## src/design/fhvp_pkg.sv

```systemverilog
// ----------------------------------------------------------------------------
// fhvp_pkg
// Types, codes and sizes shared by the frame header varint parser.
// ----------------------------------------------------------------------------
package fhvp_pkg;

	// Saturation bound of the byte counters and the width that holds it.
	localparam int unsigned MAX_BUFFER_BYTES = 65536;
	localparam int          CNT_W            = $clog2(MAX_BUFFER_BYTES + 1);
	localparam logic [CNT_W-1:0] MAX_CNT     = CNT_W'(MAX_BUFFER_BYTES);

	localparam int          ACC_W            = 62;
	localparam int          HDR_W            = 5;
	localparam logic [HDR_W-1:0] HDR_MAX     = 5'd16;
	localparam logic [7:0]  VARINT_LOW_MASK  = 8'h3F;

	// Parse phase, one-hot.
	typedef enum logic [2:0] {
		PH_TYPE = 3'b001,
		PH_LEN  = 3'b010,
		PH_BODY = 3'b100
	} phase_t;

	typedef enum logic [1:0] {
		CLS_TYPE     = 2'd0,
		CLS_LEN      = 2'd1,
		CLS_PAYLOAD  = 2'd2,
		CLS_TRAILING = 2'd3
	} byte_class_t;

	typedef enum logic [2:0] {
		ST_OK        = 3'd0,
		ST_SHORT     = 3'd1,
		ST_TRUNC     = 3'd2,
		ST_WRONG     = 3'd3,
		ST_MISMATCH  = 3'd4
	} status_t;

	typedef struct packed {
		logic [7:0] in_byte;
		logic       last;
	} in_item_t;

	typedef struct packed {
		logic [1:0]       byte_class;
		logic [7:0]       out_byte;
		logic             done_res;
		logic [2:0]       status;
		logic [7:0]       frame_type;
		logic [HDR_W-1:0] header_bytes;
		logic [ACC_W-1:0] payload_length;
	} res_t;

endpackage

```

## src/design/fhvp_in_if.sv

```systemverilog
// ----------------------------------------------------------------------------
// fhvp_in_if
// Byte channel into the parser: valid/ready handshake with byte and last mark.
// ----------------------------------------------------------------------------
interface fhvp_in_if;
	logic       valid;
	logic       ready;
	logic [7:0] in_byte;
	logic       last;

	modport source (output valid, output in_byte, output last, input ready);
	modport sink   (input valid, input in_byte, input last, output ready);
endinterface

```

## src/design/fhvp_out_if.sv

```systemverilog
// ----------------------------------------------------------------------------
// fhvp_out_if
// Result channel out of the parser: classed byte plus the end-of-buffer summary.
// ----------------------------------------------------------------------------
interface fhvp_out_if;
	logic                        valid;
	logic                        ready;
	logic [1:0]                  byte_class;
	logic [7:0]                  out_byte;
	logic                        done_res;
	logic [2:0]                  status;
	logic [7:0]                  frame_type;
	logic [fhvp_pkg::HDR_W-1:0]  header_bytes;
	logic [fhvp_pkg::ACC_W-1:0]  payload_length;

	modport source (output valid, output byte_class, output out_byte, output done_res,
		output status, output frame_type, output header_bytes, output payload_length,
		input ready);
	modport sink   (input valid, input byte_class, input out_byte, input done_res,
		input status, input frame_type, input header_bytes, input payload_length,
		output ready);
endinterface

```

## src/design/fhvp_parse.sv

```systemverilog
// ----------------------------------------------------------------------------
// fhvp_parse
// Parse state and the per-byte decode: varint assembly, byte classing and
// the end-of-buffer status. State advances on each step strobe.
// ----------------------------------------------------------------------------
module fhvp_parse (
	input  logic               clk,
	input  logic               arst_n,
	input  logic               cfg_we,
	input  logic [7:0]         cfg_wdata,
	input  logic               step,
	input  fhvp_pkg::in_item_t item,
	output fhvp_pkg::res_t     res
);

	logic [7:0]                  expected_type_q;
	fhvp_pkg::phase_t            phase_q, phase_n;
	logic [fhvp_pkg::ACC_W-1:0]  acc_q, acc_n;
	logic [2:0]                  left_q, left_n;
	logic [7:0]                  type_q, type_n;
	logic [fhvp_pkg::ACC_W-1:0]  len_q, len_n;
	logic [fhvp_pkg::HDR_W-1:0]  hdr_q, hdr_n;
	logic [fhvp_pkg::CNT_W-1:0]  pay_q, pay_n;
	logic [fhvp_pkg::CNT_W-1:0]  buf_q, buf_n;
	logic [1:0]                  cls;
	logic [2:0]                  status;
	logic                        pay_short, pay_short_n;

	always_comb begin
		phase_n = phase_q;
		acc_n   = acc_q;
		left_n  = left_q;
		type_n  = type_q;
		len_n   = len_q;
		hdr_n   = hdr_q;
		pay_n   = pay_q;
		buf_n   = (buf_q < fhvp_pkg::MAX_CNT) ? buf_q + 1'b1 : buf_q;
		cls     = fhvp_pkg::CLS_TRAILING;

		pay_short = {{(fhvp_pkg::ACC_W - fhvp_pkg::CNT_W){1'b0}}, pay_q} < len_q;

		if (phase_q == fhvp_pkg::PH_TYPE || phase_q == fhvp_pkg::PH_LEN) begin
			cls   = (phase_q == fhvp_pkg::PH_TYPE) ? fhvp_pkg::CLS_TYPE : fhvp_pkg::CLS_LEN;
			hdr_n = (hdr_q < fhvp_pkg::HDR_MAX) ? hdr_q + 1'b1 : hdr_q;
			if (left_q == 3'd0) begin
				// The two prefix bits select 1, 2, 4 or 8 bytes in all.
				acc_n  = fhvp_pkg::ACC_W'(item.in_byte & fhvp_pkg::VARINT_LOW_MASK);
				left_n = {item.in_byte[7] & item.in_byte[6], item.in_byte[7],
					item.in_byte[7] | item.in_byte[6]};
			end else begin
				acc_n  = {acc_q[fhvp_pkg::ACC_W-9:0], item.in_byte};
				left_n = left_q - 3'd1;
			end
			if (left_n == 3'd0) begin
				if (phase_q == fhvp_pkg::PH_TYPE) begin
					type_n  = acc_n[7:0];
					phase_n = fhvp_pkg::PH_LEN;
				end else begin
					len_n   = acc_n;
					phase_n = fhvp_pkg::PH_BODY;
				end
				acc_n = '0;
			end
		end else if (pay_short) begin
			cls   = fhvp_pkg::CLS_PAYLOAD;
			pay_n = (pay_q < fhvp_pkg::MAX_CNT) ? pay_q + 1'b1 : pay_q;
		end

		pay_short_n = {{(fhvp_pkg::ACC_W - fhvp_pkg::CNT_W){1'b0}}, pay_n} < len_n;

		// Status priority: too short, truncated, wrong type, length mismatch.
		if (buf_n < fhvp_pkg::CNT_W'(2))
			status = fhvp_pkg::ST_SHORT;
		else if (phase_n != fhvp_pkg::PH_BODY)
			status = fhvp_pkg::ST_TRUNC;
		else if (type_n != expected_type_q)
			status = fhvp_pkg::ST_WRONG;
		else if (pay_short_n)
			status = fhvp_pkg::ST_MISMATCH;
		else
			status = fhvp_pkg::ST_OK;

		res.byte_class     = cls;
		res.out_byte       = item.in_byte;
		res.done_res       = item.last;
		res.status         = item.last ? status : fhvp_pkg::ST_OK;
		res.frame_type     = (item.last && phase_n != fhvp_pkg::PH_TYPE) ? type_n : 8'd0;
		res.header_bytes   = item.last ? hdr_n : '0;
		res.payload_length = (item.last && phase_n == fhvp_pkg::PH_BODY) ? len_n : '0;
	end

	always_ff @(posedge clk or negedge arst_n) begin
		if (!arst_n) begin
			expected_type_q <= 8'd0;
		end else if (cfg_we) begin
			expected_type_q <= cfg_wdata;
		end
	end

	always_ff @(posedge clk or negedge arst_n) begin
		if (!arst_n) begin
			phase_q <= fhvp_pkg::PH_TYPE;
			acc_q   <= '0;
			left_q  <= '0;
			type_q  <= '0;
			len_q   <= '0;
			hdr_q   <= '0;
			pay_q   <= '0;
			buf_q   <= '0;
		end else if (step) begin
			if (item.last) begin
				// The buffer ends here; rearm for the next one.
				phase_q <= fhvp_pkg::PH_TYPE;
				acc_q   <= '0;
				left_q  <= '0;
				type_q  <= '0;
				len_q   <= '0;
				hdr_q   <= '0;
				pay_q   <= '0;
				buf_q   <= '0;
			end else begin
				phase_q <= phase_n;
				acc_q   <= acc_n;
				left_q  <= left_n;
				type_q  <= type_n;
				len_q   <= len_n;
				hdr_q   <= hdr_n;
				pay_q   <= pay_n;
				buf_q   <= buf_n;
			end
		end
	end

endmodule

```

## src/design/frame_header_varint_parser.sv

```systemverilog
// ----------------------------------------------------------------------------
// frame_header_varint_parser
// Streams one received buffer a byte per transfer, decodes the type and length
// varints of the frame header, classes and passes through every byte, and
// reports a status with type, header length and payload length on the last
// byte. It takes one byte per clock cycle while the output is not stalled. A
// byte transferred in lands in the input register, and the single decode step
// feeds the result register, from which the result is offered. While the
// previous result waits for its transfer, an empty input register can still
// take a new byte.
// ----------------------------------------------------------------------------
module frame_header_varint_parser (
	input  logic        clk,
	input  logic        arst_n,
	input  logic        cfg_we,
	input  logic [7:0]  cfg_wdata,
	fhvp_in_if.sink     in_ch,
	fhvp_out_if.source  out_ch
);

	fhvp_pkg::in_item_t item_s1;
	logic               vld_s1;
	fhvp_pkg::res_t     res;
	fhvp_pkg::res_t     res_s2;
	logic               vld_s2;
	logic               advance;

	assign advance     = vld_s1 && (!vld_s2 || out_ch.ready);
	assign in_ch.ready = !vld_s1 || advance;

	always_ff @(posedge clk or negedge arst_n) begin
		if (!arst_n) begin
			vld_s1 <= 1'b0;
		end else if (in_ch.ready) begin
			vld_s1 <= in_ch.valid;
		end
	end

	always_ff @(posedge clk) begin
		if (in_ch.valid && in_ch.ready) begin
			item_s1.in_byte <= in_ch.in_byte;
			item_s1.last    <= in_ch.last;
		end
	end

	fhvp_parse u_parse (
		.clk       (clk),
		.arst_n    (arst_n),
		.cfg_we    (cfg_we),
		.cfg_wdata (cfg_wdata),
		.step      (advance),
		.item      (item_s1),
		.res       (res)
	);

	always_ff @(posedge clk or negedge arst_n) begin
		if (!arst_n) begin
			vld_s2 <= 1'b0;
		end else if (advance) begin
			vld_s2 <= 1'b1;
		end else if (out_ch.ready) begin
			vld_s2 <= 1'b0;
		end
	end

	always_ff @(posedge clk) begin
		if (advance) begin
			res_s2 <= res;
		end
	end

	assign out_ch.valid          = vld_s2;
	assign out_ch.byte_class     = res_s2.byte_class;
	assign out_ch.out_byte       = res_s2.out_byte;
	assign out_ch.done_res       = res_s2.done_res;
	assign out_ch.status         = res_s2.status;
	assign out_ch.frame_type     = res_s2.frame_type;
	assign out_ch.header_bytes   = res_s2.header_bytes;
	assign out_ch.payload_length = res_s2.payload_length;

	// Summary fields stay zero on bytes that do not end the buffer.
	a_summary_zero: assert property (@(posedge clk) disable iff (!arst_n)
		(vld_s2 && !res_s2.done_res) |->
		(res_s2.status == fhvp_pkg::ST_OK && res_s2.frame_type == 8'd0 &&
		res_s2.header_bytes == '0 && res_s2.payload_length == '0))
		else $error("summary fields set on a byte that is not last");

	// A good frame always has at least one type and one length byte.
	a_ok_header: assert property (@(posedge clk) disable iff (!arst_n)
		(vld_s2 && res_s2.done_res && res_s2.status == fhvp_pkg::ST_OK) |->
		(res_s2.header_bytes >= 5'd2))
		else $error("ok status with a header under two bytes");

	// A truncated header never reports a payload length.
	a_trunc_len: assert property (@(posedge clk) disable iff (!arst_n)
		(vld_s2 && res_s2.done_res && res_s2.status == fhvp_pkg::ST_TRUNC) |->
		(res_s2.payload_length == '0))
		else $error("payload length reported on truncated header");

	// With both stages full and the output stalled, no byte may enter.
	a_full_stall: assert property (@(posedge clk) disable iff (!arst_n)
		(vld_s1 && vld_s2 && !out_ch.ready) |-> !in_ch.ready)
		else $error("input taken while pipeline is full and stalled");

endmodule

```

## src/flat_wrapper.sv

```systemverilog
// flat-port wrapper written by rule: the top's interface ports become plain ports
module frame_header_varint_parser_flat 
  (clk, arst_n, cfg_we, cfg_wdata, in_ch_valid, in_ch_in_byte, in_ch_last, in_ch_ready, out_ch_valid, out_ch_byte_class, out_ch_out_byte, out_ch_done_res, out_ch_status, out_ch_frame_type, out_ch_header_bytes, out_ch_payload_length, out_ch_ready);
  fhvp_in_if in_ch_i ();
  fhvp_out_if out_ch_i ();
  input  logic clk;
  input  logic arst_n;
  input  logic cfg_we;
  input  logic [7:0] cfg_wdata;
  input wire logic [$bits(in_ch_i.valid)-1:0] in_ch_valid;
  input wire logic [$bits(in_ch_i.in_byte)-1:0] in_ch_in_byte;
  input wire logic [$bits(in_ch_i.last)-1:0] in_ch_last;
  output wire logic [$bits(in_ch_i.ready)-1:0] in_ch_ready;
  output wire logic [$bits(out_ch_i.valid)-1:0] out_ch_valid;
  output wire logic [$bits(out_ch_i.byte_class)-1:0] out_ch_byte_class;
  output wire logic [$bits(out_ch_i.out_byte)-1:0] out_ch_out_byte;
  output wire logic [$bits(out_ch_i.done_res)-1:0] out_ch_done_res;
  output wire logic [$bits(out_ch_i.status)-1:0] out_ch_status;
  output wire logic [$bits(out_ch_i.frame_type)-1:0] out_ch_frame_type;
  output wire logic [$bits(out_ch_i.header_bytes)-1:0] out_ch_header_bytes;
  output wire logic [$bits(out_ch_i.payload_length)-1:0] out_ch_payload_length;
  input wire logic [$bits(out_ch_i.ready)-1:0] out_ch_ready;
  assign in_ch_i.valid = in_ch_valid;
  assign in_ch_i.in_byte = in_ch_in_byte;
  assign in_ch_i.last = in_ch_last;
  assign in_ch_ready = in_ch_i.ready;
  assign out_ch_valid = out_ch_i.valid;
  assign out_ch_byte_class = out_ch_i.byte_class;
  assign out_ch_out_byte = out_ch_i.out_byte;
  assign out_ch_done_res = out_ch_i.done_res;
  assign out_ch_status = out_ch_i.status;
  assign out_ch_frame_type = out_ch_i.frame_type;
  assign out_ch_header_bytes = out_ch_i.header_bytes;
  assign out_ch_payload_length = out_ch_i.payload_length;
  assign out_ch_i.ready = out_ch_ready;
  frame_header_varint_parser u_core (.clk(clk), .arst_n(arst_n), .cfg_we(cfg_we), .cfg_wdata(cfg_wdata), .in_ch(in_ch_i), .out_ch(out_ch_i));
endmodule
```

## config.mk

```make
export PLATFORM = sky130hd
export DESIGN_NAME = frame_header_varint_parser_flat
export DESIGN_NICKNAME = d
export VERILOG_FILES = /design/src/design/fhvp_pkg.sv /design/src/design/fhvp_in_if.sv /design/src/design/fhvp_out_if.sv /design/src/design/fhvp_parse.sv /design/src/design/frame_header_varint_parser.sv /design/src/flat_wrapper.sv
export SDC_FILE = /design/constraint.sdc
export NUM_CORES = 1
export LEC_CHECK = 0
export BUFFER_PORTS_ARGS = -buffer_cell sky130_fd_sc_hd__buf_4
export CAP_MARGIN = 20
export CORE_ASPECT_RATIO = 0.8
export CORE_MARGIN = 2
export CORE_UTILIZATION = 56
export CTS_BUF_LIST = sky130_fd_sc_hd__clkbuf_4
export DETAILED_ROUTE_END_ITERATION = 10
export GPL_TIMING_DRIVEN = 0
export PLACE_DENSITY = 0.76
export SLEW_MARGIN = 25
export SYNTH_ARGS = -nofsm -noshare
export SYNTH_HDL_FRONTEND = slang
export SYNTH_HIERARCHICAL = 1
export SYNTH_SLANG_ARGS = --single-unit
```

## constraint.sdc

```tcl
create_clock -name clk -period 3.8 [get_ports clk]
set_input_delay 0.19 -clock clk [delete_from_list [all_inputs] [get_ports clk]]
set_output_delay 0.19 -clock clk [all_outputs]
set_load 0.1 [all_outputs]
```

* After elaboration in Yosys (flattened, before gate mapping)
Index checks and enable logic that the tools add are counted.
** Cells by class
- Add/subtract/negate cells :: 4
- $lt $le $gt $ge :: 6
- Equality and inequality tests :: 6
- Multiplexer cells :: 38
- Bitwise logic cells :: 3
- Reductions and logical operators :: 16
** Operator list (number)
- 2-to-1 mux 62 bit :: 5
- 2-to-1 mux 54 bit :: 3
- < comparator 17 x 62 -> 1 bit :: 2
- 2-to-1 mux 17 bit :: 6
- adder 17 x 1 -> 17 bit (second input constant) :: 2
- < comparator 17 bit (second input constant) :: 2
- 2-to-1 mux 8 bit :: 4
- 2-to-1 mux 3 bit :: 9
- < comparator 17 x 2 -> 1 bit (second input constant) :: 1
- 2-to-1 mux 5 bit :: 3
- != test 8 bit :: 1
- logical NOT 3 bit :: 2
- 2-to-1 mux 2 bit :: 3
- adder 5 x 1 -> 5 bit (second input constant) :: 1
- < comparator 5 bit (second input constant) :: 1
- 2-to-1 mux 1 bit :: 5
- logical AND 1 bit :: 4
- nonzero test 2 bit :: 2
- OR reduction 4 bit :: 1
- equality test 3 x 1 -> 1 bit (second input constant) :: 1
- equality test 3 x 2 -> 1 bit (second input constant) :: 1
- equality test 3 bit (second input constant) :: 1
- logical OR 1 bit :: 3
- != test 3 x 1 -> 1 bit (second input constant) :: 1
- other kinds (8) :: 9
** Storage, ports and cells
- Register bits after elaboration :: 277
- Output and inout bits :: 91
- Logic and storage cells :: 95

* Logic depth before layout (Yosys ltp)
- Depth after elaboration :: 11
- Mapped depth :: 18
- Gate-level depth less buffers :: 17

* Hierarchy
The synthesis kept the hierarchy.
** Modules (own cells, without submodules)
- fhvp_parse :: times used 1, cells each 1079, area each 10291.1 um2, sequential area each 4430.5 um2
- frame_header_varint_parser :: times used 1, cells each 106, area each 3046.7 um2, sequential area each 2992.9 um2

* Worst setup path after synthesis
OpenSTA, ideal clock, no wires.
- Kind :: reg2reg
- Start point :: register u_core.vld_s2 (netlist: u_core/out_ch.valid)
- End point :: register u_core/u_parse/len_q[21] (netlist bit)
- Setup time :: 66 ps
- Data arrival time :: 4356 ps
- Required time :: 3734 ps
- Path slack :: -622 ps
- Cell stages (with the launch flop) :: 8
- Buffers on the path :: 2
- Clock period less this slack :: 4422 ps
- Path through :: dfrtp_1 -> nand2b_1 -> and2_1 -> clkbuf_1 -> nand2_1 -> nor3_2 -> clkbuf_1 -> a22o_1
** On the way
- Word-level cells in the longest chain between the ends :: 3
** RTL lines
- start: declaration :: RTL line frame_header_varint_parser.sv:25 : logic vld_s2;
- start signal: assignment :: RTL line frame_header_varint_parser.sv:58 : vld_s2 <= 1'b0;
- start signal: assignment :: RTL line frame_header_varint_parser.sv:60 : vld_s2 <= 1'b1;
- start signal: assignment :: RTL line frame_header_varint_parser.sv:62 : vld_s2 <= 1'b0;
- logical NOT 1 bit :: RTL line frame_header_varint_parser.sv:28 : assign advance = vld_s1 && (!vld_s2 || out_ch.ready);
- logical OR 1 bit :: RTL line frame_header_varint_parser.sv:28
- logical AND 1 bit :: RTL line frame_header_varint_parser.sv:28
- named net u_core.advance :: RTL line frame_header_varint_parser.sv:26 : logic advance;
- end signal: assignment :: RTL line fhvp_parse.sv:126 : len_q <= len_n;
- end: declaration :: RTL line fhvp_parse.sv:21 : logic [fhvp_pkg::ACC_W-1:0] len_q, len_n;
The timed path passes the listed nets, and every way through them passes these cells.
A chain may end at the register's enable or synchronous reset.

* Final worst setup path
- Start point :: register u_core/u_parse/pay_q[16] (netlist bit)
- End point :: register u_core.res_s2 (netlist bit u_core/out_ch.status[2]), data pin
** On the way
- Word-level cells in the longest chain between the ends :: 6
- Elaborated cells between the ends (all ways) :: 8
- Those cells by class :: 1 x add/sub; 3 x order compare; 4 x mux
** RTL lines
- start: declaration :: RTL line fhvp_parse.sv:23 : logic [fhvp_pkg::CNT_W-1:0] pay_q, pay_n;
- start signal: assignment :: RTL line fhvp_parse.sv:128 : pay_q <= pay_n;
- parallel branches: the longest is 3 deep, another holds < comparator 17 x 62 -> 1 bit
- 2-to-1 mux 17 bit * :: RTL line fhvp_parse.sv:42 : if (phase_q == fhvp_pkg::PH_TYPE || phase_q == fhvp_pkg::PH_LEN) begin
- < comparator 17 x 62 -> 1 bit * :: RTL line fhvp_parse.sv:69 : pay_short_n = {{(fhvp_pkg::ACC_W - fhvp_pkg::CNT_W){1'b0}}, pay_n} < len_n;
- 2-to-1 mux 3 bit * :: RTL line fhvp_parse.sv:78 : else if (pay_short_n)
- end signal: assignment :: RTL line frame_header_varint_parser.sv:68 : res_s2 <= res;
- end: declaration :: RTL line frame_header_varint_parser.sv:24 : fhvp_pkg::res_t res_s2;
Mark *: on every way between the ends.

==> key figures <==
Synth
  • Share of the yosys chip area belonging to registers: between 50% and 60%
  • Adder-Cell Fraction of Synth Area: 3.471%
  • Yosys warnings: 6
  • Largest family of logic cells by synthesized area: compound AO/OA/AOI/OAI gates
  • Top cells by area, synth: dfrtp_1, edfxtp_1, a22o_1, ha_1, a21oi_1
  • Main synth FF type: dfrtp_1
  • Top cell type's share of synthesized area: 33.40%
  • Simple logic cell fraction of the synthesized area: 13.32%
  • Post-Synth XOR/XNOR Area: roughly 1.6%
  • Post-Syn Area per Cell: approximately 11 µm²
  • Cells after synthesis: roughly 1,200
  • Post-synth top area cell: dfrtp_1
  • Synthesized Nets: 1,244
  • Synth Cell Area: 13,340 µm²
  • Post-synthesis mux area share: 2.477%
  • Number of synthesized flops with an enable pin: 98
  • Post-synth ARST share: 64.62%
  • Yosys reg bits: between 200 and 300
  • Synth Area in Compound Gates: 19.43%
  • Synth unique cells: 74

Detailed routing
  • Via count: around 11,000
  • Routed len/inst: a little over 20 µm
  • Metal1 wirelength: 16.06 mm
  • Max layer used: met4
  • Vias/cell: around 6.3
  • Drt pass-1 iters: 5
  • DRC Markers: 0
  • Starting DRT DRC Count: 1,322
  • ANT nets after route: 0
  • Met3 Routed Length: 4.144 mm
  • Final wirelength: 36.68 mm
  • WL met2: 15.72 mm

Setup path
  • CP arrival: 4.48 ns
  • Startpoint class of the critical path: register
  • CP dominant cell by count: a21oi_4
  • WP data required: 4.16 ns
  • Critical path capture point type: register
  • Crit-path cells: ha_4 -> and2_4 -> a221oi_4 -> o211ai_1 -> a211o_2 -> buf_12 -> a21oi_4 -> buf_6 -> nand3_1 -> xnor2_1 -> ha_1 -> nand4_1 -> or3_4 -> a21oi_4 -> a211oi_2 -> a21oi_2 -> a2111oi_4
  • Crit-path max cell delay: 0.44 ns
  • Slowest stage cell, crit path: dfrtp_2
  • Crit-path max FO: 4
  • CP Class: register to register

Timing
  • Slack of the critical path: -0.3111 ns
  • Hold Violations, Final: 0
  • Fin crit period: 4.111 ns
  • Max Freq: 0.2432 GHz
  • Worst-margin pin slew: between 1 and 1.5 ns
  • Clock skew: 0.04175 ns
  • RSZ-0062 raised after global routing: true
  • Rel. slew slack: 29.47%
  • Tcrit/Tclk final: 108.2%
  • Max-slew violations: 0
  • Final setup vio count: 1
  • Hold Slack: 0.04856 ns

Outcome
  • Violations in the final reports: setup timing
  • Status: finished with violations

Layout
  • Nets: 1,472
  • Fill cells: 1,758
  • Final std cells w/o fill: 1,776
  • Area delta synth->final: 21.94%
  • Layout cells sized above 1: 23.72%
  • Final Cell Area: 16,260 µm²

Die
  • I/O pin cnt: 113
  • Die Ht: 142.0 µm
  • Width of the die: 176.5 µm
  • Cell row count: 50
  • Initial Util: between 50% and 60%
  • Die Area: 25,080 µm²
  • Core area: 23,400 µm²

Placement
  • Pre-CTS setup slack: -0.8790 ns
  • PortBufs: 112
  • DP HPWL: 24.75 mm
  • Placer Congestion: 0.8980
  • Placed insts: 1,612
  • Post-Place Cell Area: 14,680 µm²

Clocking
  • Num Clock Sinks: ~280
  • Worst-path clk slew: 0.07 ns
  • Root Driver: clkbuf_4
  • Total clock buffers created by CTS: a little under 70
  • TritonCTS clock tree: built
  • Clk buf depth: 3
  • Worst skew pair latency: 0.67 ns
  • H-tree levels: 3

Power
  • P per Cell Area: 584.0 nW/µm²
  • Max VDD drop: 0.0004098 V
  • Leak: 6.922 nW
  • Pwr Total: 9.499 mW

Job
  • Number of max-cap violations: 0

Global routing
  • First-pass GRT wire length: 58.14 mm
  • GRT Overall Usage: 29.65%
  • Final global-route overflow total: 0
  • Largest net degree at the start of global routing: 85
  • Number of global-route vias before repair: between 10,000 and 15,000
  • Initial antenna violation count: 1

Hold path
  • Worst min-delay path category: input port to register
[cells in the final DEF, fill, tap and decap left out, drive strengths merged, types with 37 or more instances in the layout]
master / count
nor2: 77
inv: 42
nand3: 49
edfxtp: 98
ha: 37
dfrtp: 178
buf: 164
o2bb2ai: 39
a21oi: 79
nand2: 78
clkbuf: 165
a22o: 94
[flip-flops by register name (all words and copies together) (netlist names), 8 cells and up]
signal / count
u_core/out_ch.payload_length: 62
u_core/u_parse/len_q: 62
u_core/u_parse/type_q: 8
u_core/u_parse/buf_q: 17
u_core/out_ch.out_byte: 8
u_core/u_parse/expected_type_q: 8
u_core/u_parse/pay_q: 17
u_core/item_s1: 9
u_core/u_parse/acc_q: 54
u_core/out_ch.frame_type: 8
[critical path: cells and delay by family (launching register included)]
| family | cells | cell delay (ns) |
|---|---|---|
| compound gates | 8 | 1.45 |
| xor+xnor | 1 | 0.21 |
| fa+ha+maj | 2 | 0.57 |
| buf+inv | 2 | 0.30 |
| flops | 1 | 0.44 |
| simple gates | 4 | 0.86 |
[report_power, final]
group | total [mW] | internal (mW) | switching [mW]
Sequential | 3.81 | 3.45 | 0.360
Combinational | 3.15 | 1.04 | 2.12
Clock | 2.54 | 1.35 | 1.19
[repair_timing]
item	CTS	global route
endpoints found under the setup margin	1	1
gates resized for setup	47	19
pin swaps	16	10
hold buffers	25	0
hold endpoints to repair	206	0
setup buffers	13	6
[kinds of logic after synthesis]
group	Yosys count
AO/OA/AOI/OAI	342
XOR/XNOR	24
adder cells (fa/ha/maj)	37
buffers and inverters	128
flip-flops	277
multiplexers	32
AND/OR/NAND/NOR	345
[final cells by class]
type / count / area [µm²] / share of cell area [%]
flip-flops and latches: 277 / 7426 / 45.66
multi-input cells: 780 / 5638 / 34.66
repair buffers: 159 / 1354 / 8.324
clock buffers: 107 / 803.3 / 4.939
plain buffers: 87 / 419.2 / 2.577
well taps: 312 / 390.4 / 2.400
inverters: 40 / 150.1 / 0.9232
clock inverters: 13 / 81.33 / 0.5000
diodes: 1 / 2.502 / 0.01539
[metal layers]
layer / up-vias / GRT usage, %
li1: 5003 / -
met1: 5425 / 45.07
met2: 651 / 41.98
met3: 68 / 6.891
met4: 0 / 9.787
met5: - / 0
[Yosys cell counts, types with 32 or more instances]
master	n
dfrtp_1	178
edfxtp_1	98
a22o_1	94
a21oi_1	79
nand2_1	77
nor2_1	77
clkbuf_1	57
nand3_1	49
inv_1	39
o2bb2ai_1	39
ha_1	37
a22oi_1	32
[through the flow]
stage / TNS (ns) / util [%]
global route: -0.3260 / 69.51
CTS: -0.2070 / 68.91
finish: -0.3111 / 69.51
floorplan: 0 / -
detailed placement: -0.8790 / 62.72
global placement: -3.038 / 62.33
[final timing paths]
kind | start | slack (ns) | endpoint | depth (start not counted)
worst max register to register | u_core/u_parse/pay_q[16]$_DFFE_PN0P_ | -0.31 | u_core/out_ch.status[2]$_DFFE_PP_ | 17
worst min register to register | u_core/u_parse/len_q[0]$_DFFE_PN0P_ | 0.51 | u_core/u_parse/len_q[0]$_DFFE_PN0P_ | 2
worst min-delay path | cfg_we | 0.05 | u_core/u_parse/expected_type_q[7]$_DFFE_PN0P_ | 4
min in group asynchronous | arst_n | 0.48 | u_core/u_parse/acc_q[44]$_DFFE_PN0P_ | 3
max in group asynchronous | arst_n | 2.72 | u_core/u_parse/acc_q[32]$_DFFE_PN0P_ | 4
worst max-delay path | u_core/u_parse/pay_q[16]$_DFFE_PN0P_ | -0.31 | u_core/out_ch.status[2]$_DFFE_PP_ | 17
Note: power is estimated with default switching activity, not from simulation.
